[src/sv/ppt_pkg.sv]
// ============================================================================
// ppt_pkg
// Shared types and constants for the parent-pointer tree table.
// ============================================================================
package ppt_pkg;

    localparam int KEY_BITS      = 16;
    localparam int INDEX_BITS    = 6;
    localparam int STATUS_BITS   = 3;
    localparam int OP_BITS       = 2;
    localparam int DEF_NODES     = 64;
    localparam int DEF_KEY_WIDTH = 16;

    typedef enum logic [OP_BITS-1:0] {
        OP_INSERT   = 2'd0,
        OP_FIND     = 2'd1,
        OP_CHILDREN = 2'd2,
        OP_PARENT   = 2'd3
    } op_t;

    typedef enum logic [STATUS_BITS-1:0] {
        ST_OK      = 3'd0,
        ST_MISSING = 3'd1,
        ST_FULL    = 3'd2,
        ST_LEAF    = 3'd3,
        ST_ROOT    = 3'd4
    } status_t;

    typedef enum logic [2:0] {
        S_IDLE,
        S_LOOK,
        S_WRITE,
        S_KIDS,
        S_KEND,
        S_PKEY
    } ctrl_state_t;

    // Control of the entry ring: shift rotates every cell by one place,
    // load replaces the word entering the tail cell.
    typedef struct packed {
        logic shift;
        logic load;
    } ring_ctl_t;

endpackage

[src/sv/ppt_cell.sv]
// ============================================================================
// ppt_cell
// One entry of the rotating table: a key and a parent index, passed on to
// the neighbor cell whenever the ring shifts.
// ============================================================================
module ppt_cell #(
    parameter int KW       = ppt_pkg::DEF_KEY_WIDTH,
    parameter int IW       = ppt_pkg::INDEX_BITS,
    parameter bit LOADABLE = 1'b0
) (
    input  logic              aclk,
    input  ppt_pkg::ring_ctl_t ctl,
    input  logic [KW-1:0]     nb_key,
    input  logic [IW-1:0]     nb_parent,
    input  logic [KW-1:0]     wr_key,
    input  logic [IW-1:0]     wr_parent,
    output logic [KW-1:0]     q_key,
    output logic [IW-1:0]     q_parent
);
    import ppt_pkg::*;

    logic [KW-1:0] key_reg;
    logic [IW-1:0] parent_reg;

    always_ff @(posedge aclk) begin
        if (ctl.shift) begin
            if (LOADABLE && ctl.load) begin
                key_reg    <= wr_key;
                parent_reg <= wr_parent;
            end else begin
                key_reg    <= nb_key;
                parent_reg <= nb_parent;
            end
        end
    end

    assign q_key    = key_reg;
    assign q_parent = parent_reg;

endmodule

[src/sv/ppt_ctrl.sv]
// ============================================================================
// ppt_ctrl
// Sequencer at the head of the entry ring: tracks which index sits in the
// head cell, runs the lookup and child sweeps, and holds the output word.
// ============================================================================
module ppt_ctrl #(
    parameter int NODES     = ppt_pkg::DEF_NODES,
    parameter int KEY_WIDTH = ppt_pkg::DEF_KEY_WIDTH
) (
    input  logic                              aclk,
    input  logic                              aresetn,
    input  logic                              s_valid,
    output logic                              s_ready,
    input  logic [ppt_pkg::OP_BITS-1:0]       s_op,
    input  logic [ppt_pkg::KEY_BITS-1:0]      s_key,
    input  logic [ppt_pkg::KEY_BITS-1:0]      s_parent_key,
    output logic                              m_valid,
    input  logic                              m_ready,
    output logic [ppt_pkg::STATUS_BITS-1:0]   m_status,
    output logic [ppt_pkg::INDEX_BITS-1:0]    m_node_index,
    output logic [ppt_pkg::KEY_BITS-1:0]      m_result_key,
    output logic                              m_last,
    input  logic [ppt_pkg::KEY_BITS-1:0]      root_key,
    input  logic [((KEY_WIDTH < ppt_pkg::KEY_BITS) ? KEY_WIDTH : ppt_pkg::KEY_BITS)-1:0]
                                              head_key,
    input  logic [$clog2(NODES)-1:0]          head_parent,
    output ppt_pkg::ring_ctl_t                ring_ctl,
    output logic [((KEY_WIDTH < ppt_pkg::KEY_BITS) ? KEY_WIDTH : ppt_pkg::KEY_BITS)-1:0]
                                              wr_key,
    output logic [$clog2(NODES)-1:0]          wr_parent
);
    import ppt_pkg::*;

    localparam int SW = (KEY_WIDTH < KEY_BITS) ? KEY_WIDTH : KEY_BITS;
    localparam int IW = $clog2(NODES);
    localparam int CW = $clog2(NODES + 1);

    ctrl_state_t   state_reg, state_next;
    op_t           op_reg, op_next;
    logic [SW-1:0] key_reg, key_next;
    logic [SW-1:0] pkey_reg, pkey_next;
    logic [IW-1:0] m_reg, m_next;
    logic          started_reg, started_next;
    logic          pend_valid_reg, pend_valid_next;
    logic [IW-1:0] pend_idx_reg, pend_idx_next;
    logic [SW-1:0] pend_key_reg, pend_key_next;
    logic [CW-1:0] count_reg, count_next;
    logic [IW-1:0] head_idx_reg;

    logic          m_valid_reg;
    status_t       m_status_reg;
    logic [IW-1:0] m_index_reg;
    logic [SW-1:0] m_rkey_reg;
    logic          m_last_reg;

    logic          emit_req;
    status_t       emit_status;
    logic [IW-1:0] emit_idx;
    logic [SW-1:0] emit_key;
    logic          emit_last;
    logic          wr_load;

    logic          out_free;
    logic          advance;
    logic          act;
    logic          at_end;
    logic          full;
    logic          hit;
    logic          child;
    logic [SW-1:0] head_key_eff;
    logic [SW-1:0] target;

    assign out_free = !m_valid_reg || m_ready;
    assign advance  = !(emit_req && !out_free);

    // Entry 0 always reads the root register instead of its cell.
    assign head_key_eff = (head_idx_reg == '0) ? root_key[SW-1:0] : head_key;
    assign target       = (op_reg == OP_INSERT) ? pkey_reg : key_reg;
    assign act          = started_reg || (head_idx_reg == '0);
    assign at_end       = CW'(head_idx_reg) == (count_reg - CW'(1));
    assign full         = count_reg == CW'(NODES);
    assign hit          = head_key_eff == target;
    assign child        = (head_idx_reg != '0) && (head_parent == m_reg);

    always_comb begin
        state_next      = state_reg;
        op_next         = op_reg;
        key_next        = key_reg;
        pkey_next       = pkey_reg;
        m_next          = m_reg;
        started_next    = started_reg;
        pend_valid_next = pend_valid_reg;
        pend_idx_next   = pend_idx_reg;
        pend_key_next   = pend_key_reg;
        count_next      = count_reg;
        s_ready         = 1'b0;
        emit_req        = 1'b0;
        emit_status     = ST_OK;
        emit_idx        = '0;
        emit_key        = '0;
        emit_last       = 1'b1;
        wr_load         = 1'b0;

        unique case (state_reg)
            S_IDLE: begin
                s_ready = 1'b1;
                if (s_valid) begin
                    op_next         = op_t'(s_op);
                    key_next        = s_key[SW-1:0];
                    pkey_next       = s_parent_key[SW-1:0];
                    started_next    = 1'b0;
                    pend_valid_next = 1'b0;
                    state_next      = S_LOOK;
                end
            end

            S_LOOK: begin
                if (op_reg == OP_INSERT && full) begin
                    emit_req    = 1'b1;
                    emit_status = ST_FULL;
                    state_next  = S_IDLE;
                end else if (act) begin
                    started_next = 1'b1;
                    if (hit) begin
                        m_next       = head_idx_reg;
                        started_next = 1'b0;
                        unique case (op_reg)
                            OP_INSERT: begin
                                state_next = S_WRITE;
                            end
                            OP_FIND: begin
                                emit_req   = 1'b1;
                                emit_idx   = head_idx_reg;
                                state_next = S_IDLE;
                            end
                            OP_CHILDREN: begin
                                state_next = S_KIDS;
                            end
                            OP_PARENT: begin
                                if (head_idx_reg == '0) begin
                                    emit_req    = 1'b1;
                                    emit_status = ST_ROOT;
                                    state_next  = S_IDLE;
                                end else if (head_parent == '0) begin
                                    emit_req   = 1'b1;
                                    emit_key   = root_key[SW-1:0];
                                    state_next = S_IDLE;
                                end else begin
                                    m_next     = head_parent;
                                    state_next = S_PKEY;
                                end
                            end
                        endcase
                    end else if (at_end) begin
                        emit_req    = 1'b1;
                        emit_status = ST_MISSING;
                        state_next  = S_IDLE;
                    end
                end
            end

            S_WRITE: begin
                // The new entry enters the tail as its index leaves the head.
                if (CW'(head_idx_reg) == count_reg) begin
                    wr_load    = 1'b1;
                    emit_req   = 1'b1;
                    emit_idx   = head_idx_reg;
                    count_next = count_reg + CW'(1);
                    state_next = S_IDLE;
                end
            end

            S_KIDS: begin
                // Each child is held back one step so the final one can be
                // marked as last when the sweep ends.
                if (act) begin
                    started_next = 1'b1;
                    if (child) begin
                        if (pend_valid_reg) begin
                            emit_req  = 1'b1;
                            emit_idx  = pend_idx_reg;
                            emit_key  = pend_key_reg;
                            emit_last = 1'b0;
                        end
                        pend_valid_next = 1'b1;
                        pend_idx_next   = head_idx_reg;
                        pend_key_next   = head_key;
                    end
                    if (at_end) begin
                        state_next = S_KEND;
                    end
                end
            end

            S_KEND: begin
                emit_req   = 1'b1;
                state_next = S_IDLE;
                if (pend_valid_reg) begin
                    emit_idx = pend_idx_reg;
                    emit_key = pend_key_reg;
                end else begin
                    emit_status = ST_LEAF;
                end
            end

            S_PKEY: begin
                if (head_idx_reg == m_reg) begin
                    emit_req   = 1'b1;
                    emit_idx   = head_idx_reg;
                    emit_key   = head_key;
                    state_next = S_IDLE;
                end
            end

            default: begin
                state_next = S_IDLE;
            end
        endcase
    end

    always_ff @(posedge aclk) begin
        if (!aresetn) begin
            state_reg      <= S_IDLE;
            started_reg    <= 1'b0;
            pend_valid_reg <= 1'b0;
            count_reg      <= CW'(1);
            head_idx_reg   <= '0;
        end else if (advance) begin
            state_reg      <= state_next;
            started_reg    <= started_next;
            pend_valid_reg <= pend_valid_next;
            count_reg      <= count_next;
            head_idx_reg   <= (head_idx_reg == IW'(NODES - 1)) ? '0 : head_idx_reg + IW'(1);
        end
    end

    always_ff @(posedge aclk) begin
        if (advance) begin
            op_reg       <= op_next;
            key_reg      <= key_next;
            pkey_reg     <= pkey_next;
            m_reg        <= m_next;
            pend_idx_reg <= pend_idx_next;
            pend_key_reg <= pend_key_next;
        end
    end

    always_ff @(posedge aclk) begin
        if (!aresetn) begin
            m_valid_reg <= 1'b0;
        end else if (emit_req && out_free) begin
            m_valid_reg <= 1'b1;
        end else if (m_ready) begin
            m_valid_reg <= 1'b0;
        end
    end

    always_ff @(posedge aclk) begin
        if (emit_req && out_free) begin
            m_status_reg <= emit_status;
            m_index_reg  <= emit_idx;
            m_rkey_reg   <= emit_key;
            m_last_reg   <= emit_last;
        end
    end

    assign ring_ctl.shift = advance;
    assign ring_ctl.load  = wr_load;
    assign wr_key         = key_reg;
    assign wr_parent      = m_reg;

    assign m_valid      = m_valid_reg;
    assign m_status     = m_status_reg;
    assign m_node_index = INDEX_BITS'(m_index_reg);
    assign m_result_key = KEY_BITS'(m_rkey_reg);
    assign m_last       = m_last_reg;

endmodule

[src/sv/parent_pointer_tree_table_unit.sv]
// ============================================================================
// parent_pointer_tree_table_unit
// Tree table in parent-array form, kept in a rotating ring of entry cells.
// ============================================================================
//
//  Channel   Ports                                  Role
//  --------  -------------------------------------  ----------------------------
//  input     s_valid/s_ready, s_op, s_key,          one operation word
//            s_parent_key
//  result    m_valid/m_ready, m_status,             one or more words per input
//            m_node_index, m_result_key, m_last
//  config    cfg_wr_en, cfg_wr_data                 root key, no wait
//
// The ring rotates one cell per cycle and the sequencer sees one entry per
// cycle at its head, so every sweep starts when entry 0 comes around. An
// operation waits for entry 0 to reach the head, makes one pass for the key
// lookup, and one more pass for an insert, a parent key or the child list.
// One word is taken at a time. Reset leaves only the root entry; no clearing
// pass is needed. A stalled result stops the ring.
//
module parent_pointer_tree_table_unit #(
    parameter int NODES     = ppt_pkg::DEF_NODES,
    parameter int KEY_WIDTH = ppt_pkg::DEF_KEY_WIDTH
) (
    input  logic                            aclk,
    input  logic                            aresetn,
    input  logic                            s_valid,
    output logic                            s_ready,
    input  logic [ppt_pkg::OP_BITS-1:0]     s_op,
    input  logic [ppt_pkg::KEY_BITS-1:0]    s_key,
    input  logic [ppt_pkg::KEY_BITS-1:0]    s_parent_key,
    output logic                            m_valid,
    input  logic                            m_ready,
    output logic [ppt_pkg::STATUS_BITS-1:0] m_status,
    output logic [ppt_pkg::INDEX_BITS-1:0]  m_node_index,
    output logic [ppt_pkg::KEY_BITS-1:0]    m_result_key,
    output logic                            m_last,
    input  logic                            cfg_wr_en,
    input  logic [ppt_pkg::KEY_BITS-1:0]    cfg_wr_data
);
    import ppt_pkg::*;

    localparam int SW = (KEY_WIDTH < KEY_BITS) ? KEY_WIDTH : KEY_BITS;
    localparam int IW = $clog2(NODES);

    logic [KEY_BITS-1:0] root_key_reg;
    logic [SW-1:0]       cell_key    [NODES];
    logic [IW-1:0]       cell_parent [NODES];
    ring_ctl_t           ring_ctl;
    logic [SW-1:0]       wr_key;
    logic [IW-1:0]       wr_parent;

    always_ff @(posedge aclk) begin
        if (!aresetn) begin
            root_key_reg <= '0;
        end else if (cfg_wr_en) begin
            root_key_reg <= cfg_wr_data;
        end
    end

    // Cell 0 is the head; the tail cell wraps around from it.
    for (genvar c = 0; c < NODES; c++) begin : g_cell
        localparam int NB = (c == NODES - 1) ? 0 : c + 1;

        ppt_cell #(
            .KW       (SW),
            .IW       (IW),
            .LOADABLE (c == NODES - 1)
        ) u_cell (
            .aclk      (aclk),
            .ctl       (ring_ctl),
            .nb_key    (cell_key[NB]),
            .nb_parent (cell_parent[NB]),
            .wr_key    (wr_key),
            .wr_parent (wr_parent),
            .q_key     (cell_key[c]),
            .q_parent  (cell_parent[c])
        );
    end

    ppt_ctrl #(
        .NODES     (NODES),
        .KEY_WIDTH (KEY_WIDTH)
    ) u_ctrl (
        .aclk         (aclk),
        .aresetn      (aresetn),
        .s_valid      (s_valid),
        .s_ready      (s_ready),
        .s_op         (s_op),
        .s_key        (s_key),
        .s_parent_key (s_parent_key),
        .m_valid      (m_valid),
        .m_ready      (m_ready),
        .m_status     (m_status),
        .m_node_index (m_node_index),
        .m_result_key (m_result_key),
        .m_last       (m_last),
        .root_key     (root_key_reg),
        .head_key     (cell_key[0]),
        .head_parent  (cell_parent[0]),
        .ring_ctl     (ring_ctl),
        .wr_key       (wr_key),
        .wr_parent    (wr_parent)
    );

    // A table write always comes with a successful insert result.
    a_write_reports_ok: assert property (@(posedge aclk) disable iff (!aresetn)
        (ring_ctl.load && ring_ctl.shift) |=> (m_valid && m_status == ST_OK))
        else $error("table write without an ok result");

    // Only one operation is in progress at a time.
    a_one_at_a_time: assert property (@(posedge aclk) disable iff (!aresetn)
        (s_valid && s_ready) |=> !s_ready)
        else $error("input taken while an operation is in progress");

    // The table is never written while waiting for a new word.
    a_no_write_idle: assert property (@(posedge aclk) disable iff (!aresetn)
        s_ready |-> !ring_ctl.load)
        else $error("table write while idle");

    // A held result stops the ring.
    a_stall_holds_ring: assert property (@(posedge aclk) disable iff (!aresetn)
        (m_valid && !m_ready && !s_ready && !ring_ctl.shift) |=> !s_ready)
        else $error("operation finished while its result was blocked");

endmodule

[config.mk]
export PLATFORM = sky130hd
export DESIGN_NAME = parent_pointer_tree_table_unit
export DESIGN_NICKNAME = d
export VERILOG_FILES = /design/src/sv/ppt_pkg.sv /design/src/sv/ppt_cell.sv /design/src/sv/ppt_ctrl.sv /design/src/sv/parent_pointer_tree_table_unit.sv
export SDC_FILE = /design/constraint.sdc
export NUM_CORES = 2
export LEC_CHECK = 0
export BUFFER_PORTS_ARGS = -buffer_cell sky130_fd_sc_hd__buf_2
export CORE_AREA = 10 10 242 359
export DETAILED_ROUTE_END_ITERATION = 10
export DIE_AREA = 0 0 252 369
export PLACE_DENSITY = 0.77
export SYNTH_ARGS = -nofsm -noshare
export SYNTH_HDL_FRONTEND = slang
export SYNTH_SLANG_ARGS = --single-unit
[constraint.sdc]
create_clock -name aclk -period 29.6 [get_ports aclk]
set_clock_uncertainty 0.15 [all_clocks]
set_input_delay 4.44 -clock aclk [delete_from_list [all_inputs] [get_ports aclk]]
set_output_delay 4.44 -clock aclk [all_outputs]
set_load 0.1 [all_outputs]
==> flow_summary_export.csv <==
group,metric,value,unit
clock_tree,cts_buffers,131,
finish,drive_above_1_share,13.8,%
timing,setup_viol,0,
clock_tree,cts.sinks,1531,
detailed_routing,routedWlPerCell,23.0,um
worst_setup_path,reg2reg_from,"u_ctrl.head_idx_reg[2]$_SDFFE_PN0N_",
timing,rsz0062_at_grt,"no",
clock_tree,cts_buffer_depth,3,
synthesis,synth_nets,2063,
worst_setup_path,timing.reg2reg.setup_slack,20.38,ns
worst_setup_path,path_class,"in -> reg",
worst_setup_path,critPathRequiredTime,29.79,ns
synthesis,synthMuxAreaShare,0.802,%
die,ioPinCount,83,
clock_tree,cts_root_buffer,"clkbuf_16",
grt,grt_pass1_wl,118000,um
place,place.gp.congestion,0.850,
detailed_routing,dr.first_iter.drc_count,2071,
clock_tree,clock_latency,0.73,ns
synthesis,synthSimpleGateAreaFrac,2.52,%
clock_tree,ctsHoldBuffers,0,
timing,timing.hold.ws,0.251,ns
synthesis,synth_seq_cells,1531,
die,fp.coreArea,80100,um^2
place,port-buffer-count,82,
timing,finalHoldViolCount,0,
timing,slew_headroom,17.3,%
detailed_routing,wl_met1,33500,um
timing,setup_slack,19.73,ns
synthesis,yosysTopAreaCell,"edfxtp_1",
synthesis,synth_async_sr_flop_share,0,%
synthesis,synthCells,2004,
synthesis,yosysWarnings,0,
die,die_x,252,um
finish,diodes,0,
grt,antenna_found_initial,3,
worst_setup_path,crit_path_top_delay_cell,"buf_4",
die,fp-row-count,127,
clock_tree,postCtsSetupBuffers,0,
worst_setup_path,crit_arrival,10.07,ns
power,powerDensity,84.2,nW/um^2
die,dieArea,93000,um^2
synthesis,avgSynthCellArea,24.3,um^2
detailed_routing,via_count,18600,
synthesis,synth-xor-area-share,0.450,%
detailed_routing,wl_met3,6010,um
die,die_h,369,um
finish,largest_reg_flops,1024,
synthesis,synthTopCellsByArea,"edfxtp_1 92%, dfxtp_1 1.4%, mux2i_1 0.80%",
timing,finalCritPeriodShare,33.4,%
detailed_routing,top_layer_used,"met5",
die,initial_utilization,60.8,%
timing,worst-slew-pin-transition,1.24,ns
detailed_routing,dr_wl_met2,35000,um
synthesis,synth_top_family_by_area,"simple AND/OR/NAND/NOR gates",
grt,grt_overflow_total,0,
timing,drv_slew,0,
synthesis,synth_compound_area_share,1.76,%
place,dpl_cell_area,50400,um^2
detailed_routing,drc,0,
min_path,min_path_type,"reg -> reg",
detailed_routing,dr.pass1.iters,6,
timing,tns,0,ns
grt,grt_pass1_vias,18600,
worst_setup_path,rr_worst_depth,12,
worst_setup_path,r2r_end,"g_cell[63].u_cell.q_key[2]$_DFFE_PN_",
place,dp_worst_setup_slack,18.86,ns
finish,fin_area,54700,um^2
synthesis,yosysUniqueCellTypes,67,
place,dp_hpwl,38000,um
flow_run,cap_violations,0,
worst_setup_path,worstSetupEndpointType,"flip-flop",
worst_setup_path,max_stage_delay,0.98,ns
status,status,"finished clean",
min_path,min_to,"g_cell[37].u_cell.q_key[5]$_DFFE_PN_",
worst_setup_path,crit_top_cell,"buf_4",
synthesis,synthFlopType,"edfxtp_1",
detailed_routing,wl,76600,um
power,p_leak,22.1,nW
clock_tree,cts.clk_slew.worst_paths,0.07,ns
min_path,holdPathStages,0,
power,worst_ir_drop_vdd,0.0000612,V
worst_setup_path,startpoint_type,"input pin",
synthesis,synth_edf_count,1496,
synthesis,netlist_area,48700,um^2
synthesis,synth_adder_area_share,0.103,%
detailed_routing,viasPerCell,5.58,
grt,grtUsageTotal,17.0,%
synthesis,synth_top_area_share,92.3,%
clock_tree,cts-resized-gates,0,
detailed_routing,drtAntennaViolNets,0,
finish,final_util,68.3,%
finish,area_delta_synth_final,12.5,%
timing,max_freq,101,MHz
finish,layout.nets,2256,
min_path,hold_path_startpoint,"g_cell[38].u_cell.q_key[5]$_DFFE_PN_",
clock_tree,htreeDepth,4,
worst_setup_path,path_cells,"buf_2, nor2b_1, nand3_4, buf_12, buf_4, buf_4, buf_4, buf_4",
grt,grt_max_degree,229,
synthesis,ys_seq_area_share,93.7,%
worst_setup_path,cp_max_fo,220,
timing,finalCriticalPeriod,9.87,ns
clock_tree,cts_tree,"yes",
==> stage by stage <==
stage / total power [mW] / std cells
6_report: 4.61 / 3328
5_1_grt: 4.75 / 3328
4_1_cts: 4.66 / 3328
3_5_place_dp: 2.88 / 3096
3_3_place_gp: 2.88 / 3096
2_1_floorplan: 2.81 / 2004
==> final cells by class <==
class,instances,area (um^2)
multi-input combinational,404,2760
clock buffer,164,3580
timing repair buffer,100,583
inverter,29,109
tap,1032,1290
sequential,1531,45600
clock inverter,68,790
fill,4685,25400
==> worst max-delay path: cells and delay by family <==
kind | cells | cell delay [ns]
buf+inv | 6 | 4.43
simple gates | 2 | 0.87
==> where the power goes <==
part | total (mW) | switching [mW] | internal [mW]
sequential | 2.78 | 0.0986 | 2.68
combinational | 0.0684 | 0.0488 | 0.0197
clock | 1.76 | 0.750 | 1.01
total | 4.61 | 0.897 | 3.71
==> logic make-up (layout without fill, tap and decap cells) <==
group / after synthesis / after routing
AOI/OAI and AO/OA: 108 / 108
xor gates and xnor gates: 25 / 25
adders and majority gates: 4 / 4
buffers and inverters: 69 / 361
DFF: 1531 / 1531
muxes: 39 / 39
and+or+nand+nor: 228 / 228
==> synthesized netlist by cell type, types with 13 or more instances <==
cell type / n
nor3_1: 23
o21ai_0: 14
clkbuf_1: 21
a222oi_1: 16
edfxtp_1: 1496
inv_1: 28
and3_1: 14
xor2_1: 13
a22o_1: 13
dfxtp_1: 35
mux2i_1: 39
nand2_1: 91
nor2_1: 37
==> cells in the final DEF (no fill, tap or decap), types with 16 or more instances in the layout <==
cell / Yosys / routed
clkbuf_1: 21 / 24
nor2_1: 37 / 36
nand2_1: 91 / 91
clkinv_1: 1 / 21
mux2i_1: 39 / 39
buf_2: 8 / 82
edfxtp_1: 1496 / 1496
clkinv_2: 0 / 18
a222oi_1: 16 / 16
inv_1: 28 / 28
bufinv_16: 0 / 17
clkbuf_16: 0 / 139
nor3_1: 23 / 23
dfxtp_1: 35 / 35
==> per-layer routing <==
layer	vias to the layer above	global-route usage, %
met5	-	0
met4	4	6.14
met1	9433	25.2
li1	8337	-
met2	655	23.9
met3	151	5.25
==> how the worst max path moves through the flow <==
stage | slack [ns] | cells past startpoint | endpoint | from
floorplan | 6.22 | 5 | u_ctrl.pend_idx_reg[0]$_DFFE_PP_ | m_ready
global placement | 19.24 | 8 | g_cell[4].u_cell.q_key[12]$_DFFE_PN_ | m_ready
detailed placement | 18.86 | 8 | g_cell[4].u_cell.q_key[12]$_DFFE_PN_ | m_ready
CTS | 19.76 | 8 | g_cell[59].u_cell.q_key[8]$_DFFE_PN_ | m_ready
global route | 19.14 | 8 | g_cell[60].u_cell.q_key[15]$_DFFE_PN_ | m_ready
finish | 19.73 | 8 | g_cell[63].u_cell.q_key[2]$_DFFE_PN_ | m_ready
Note: power is estimated with default switching activity, not from simulation.
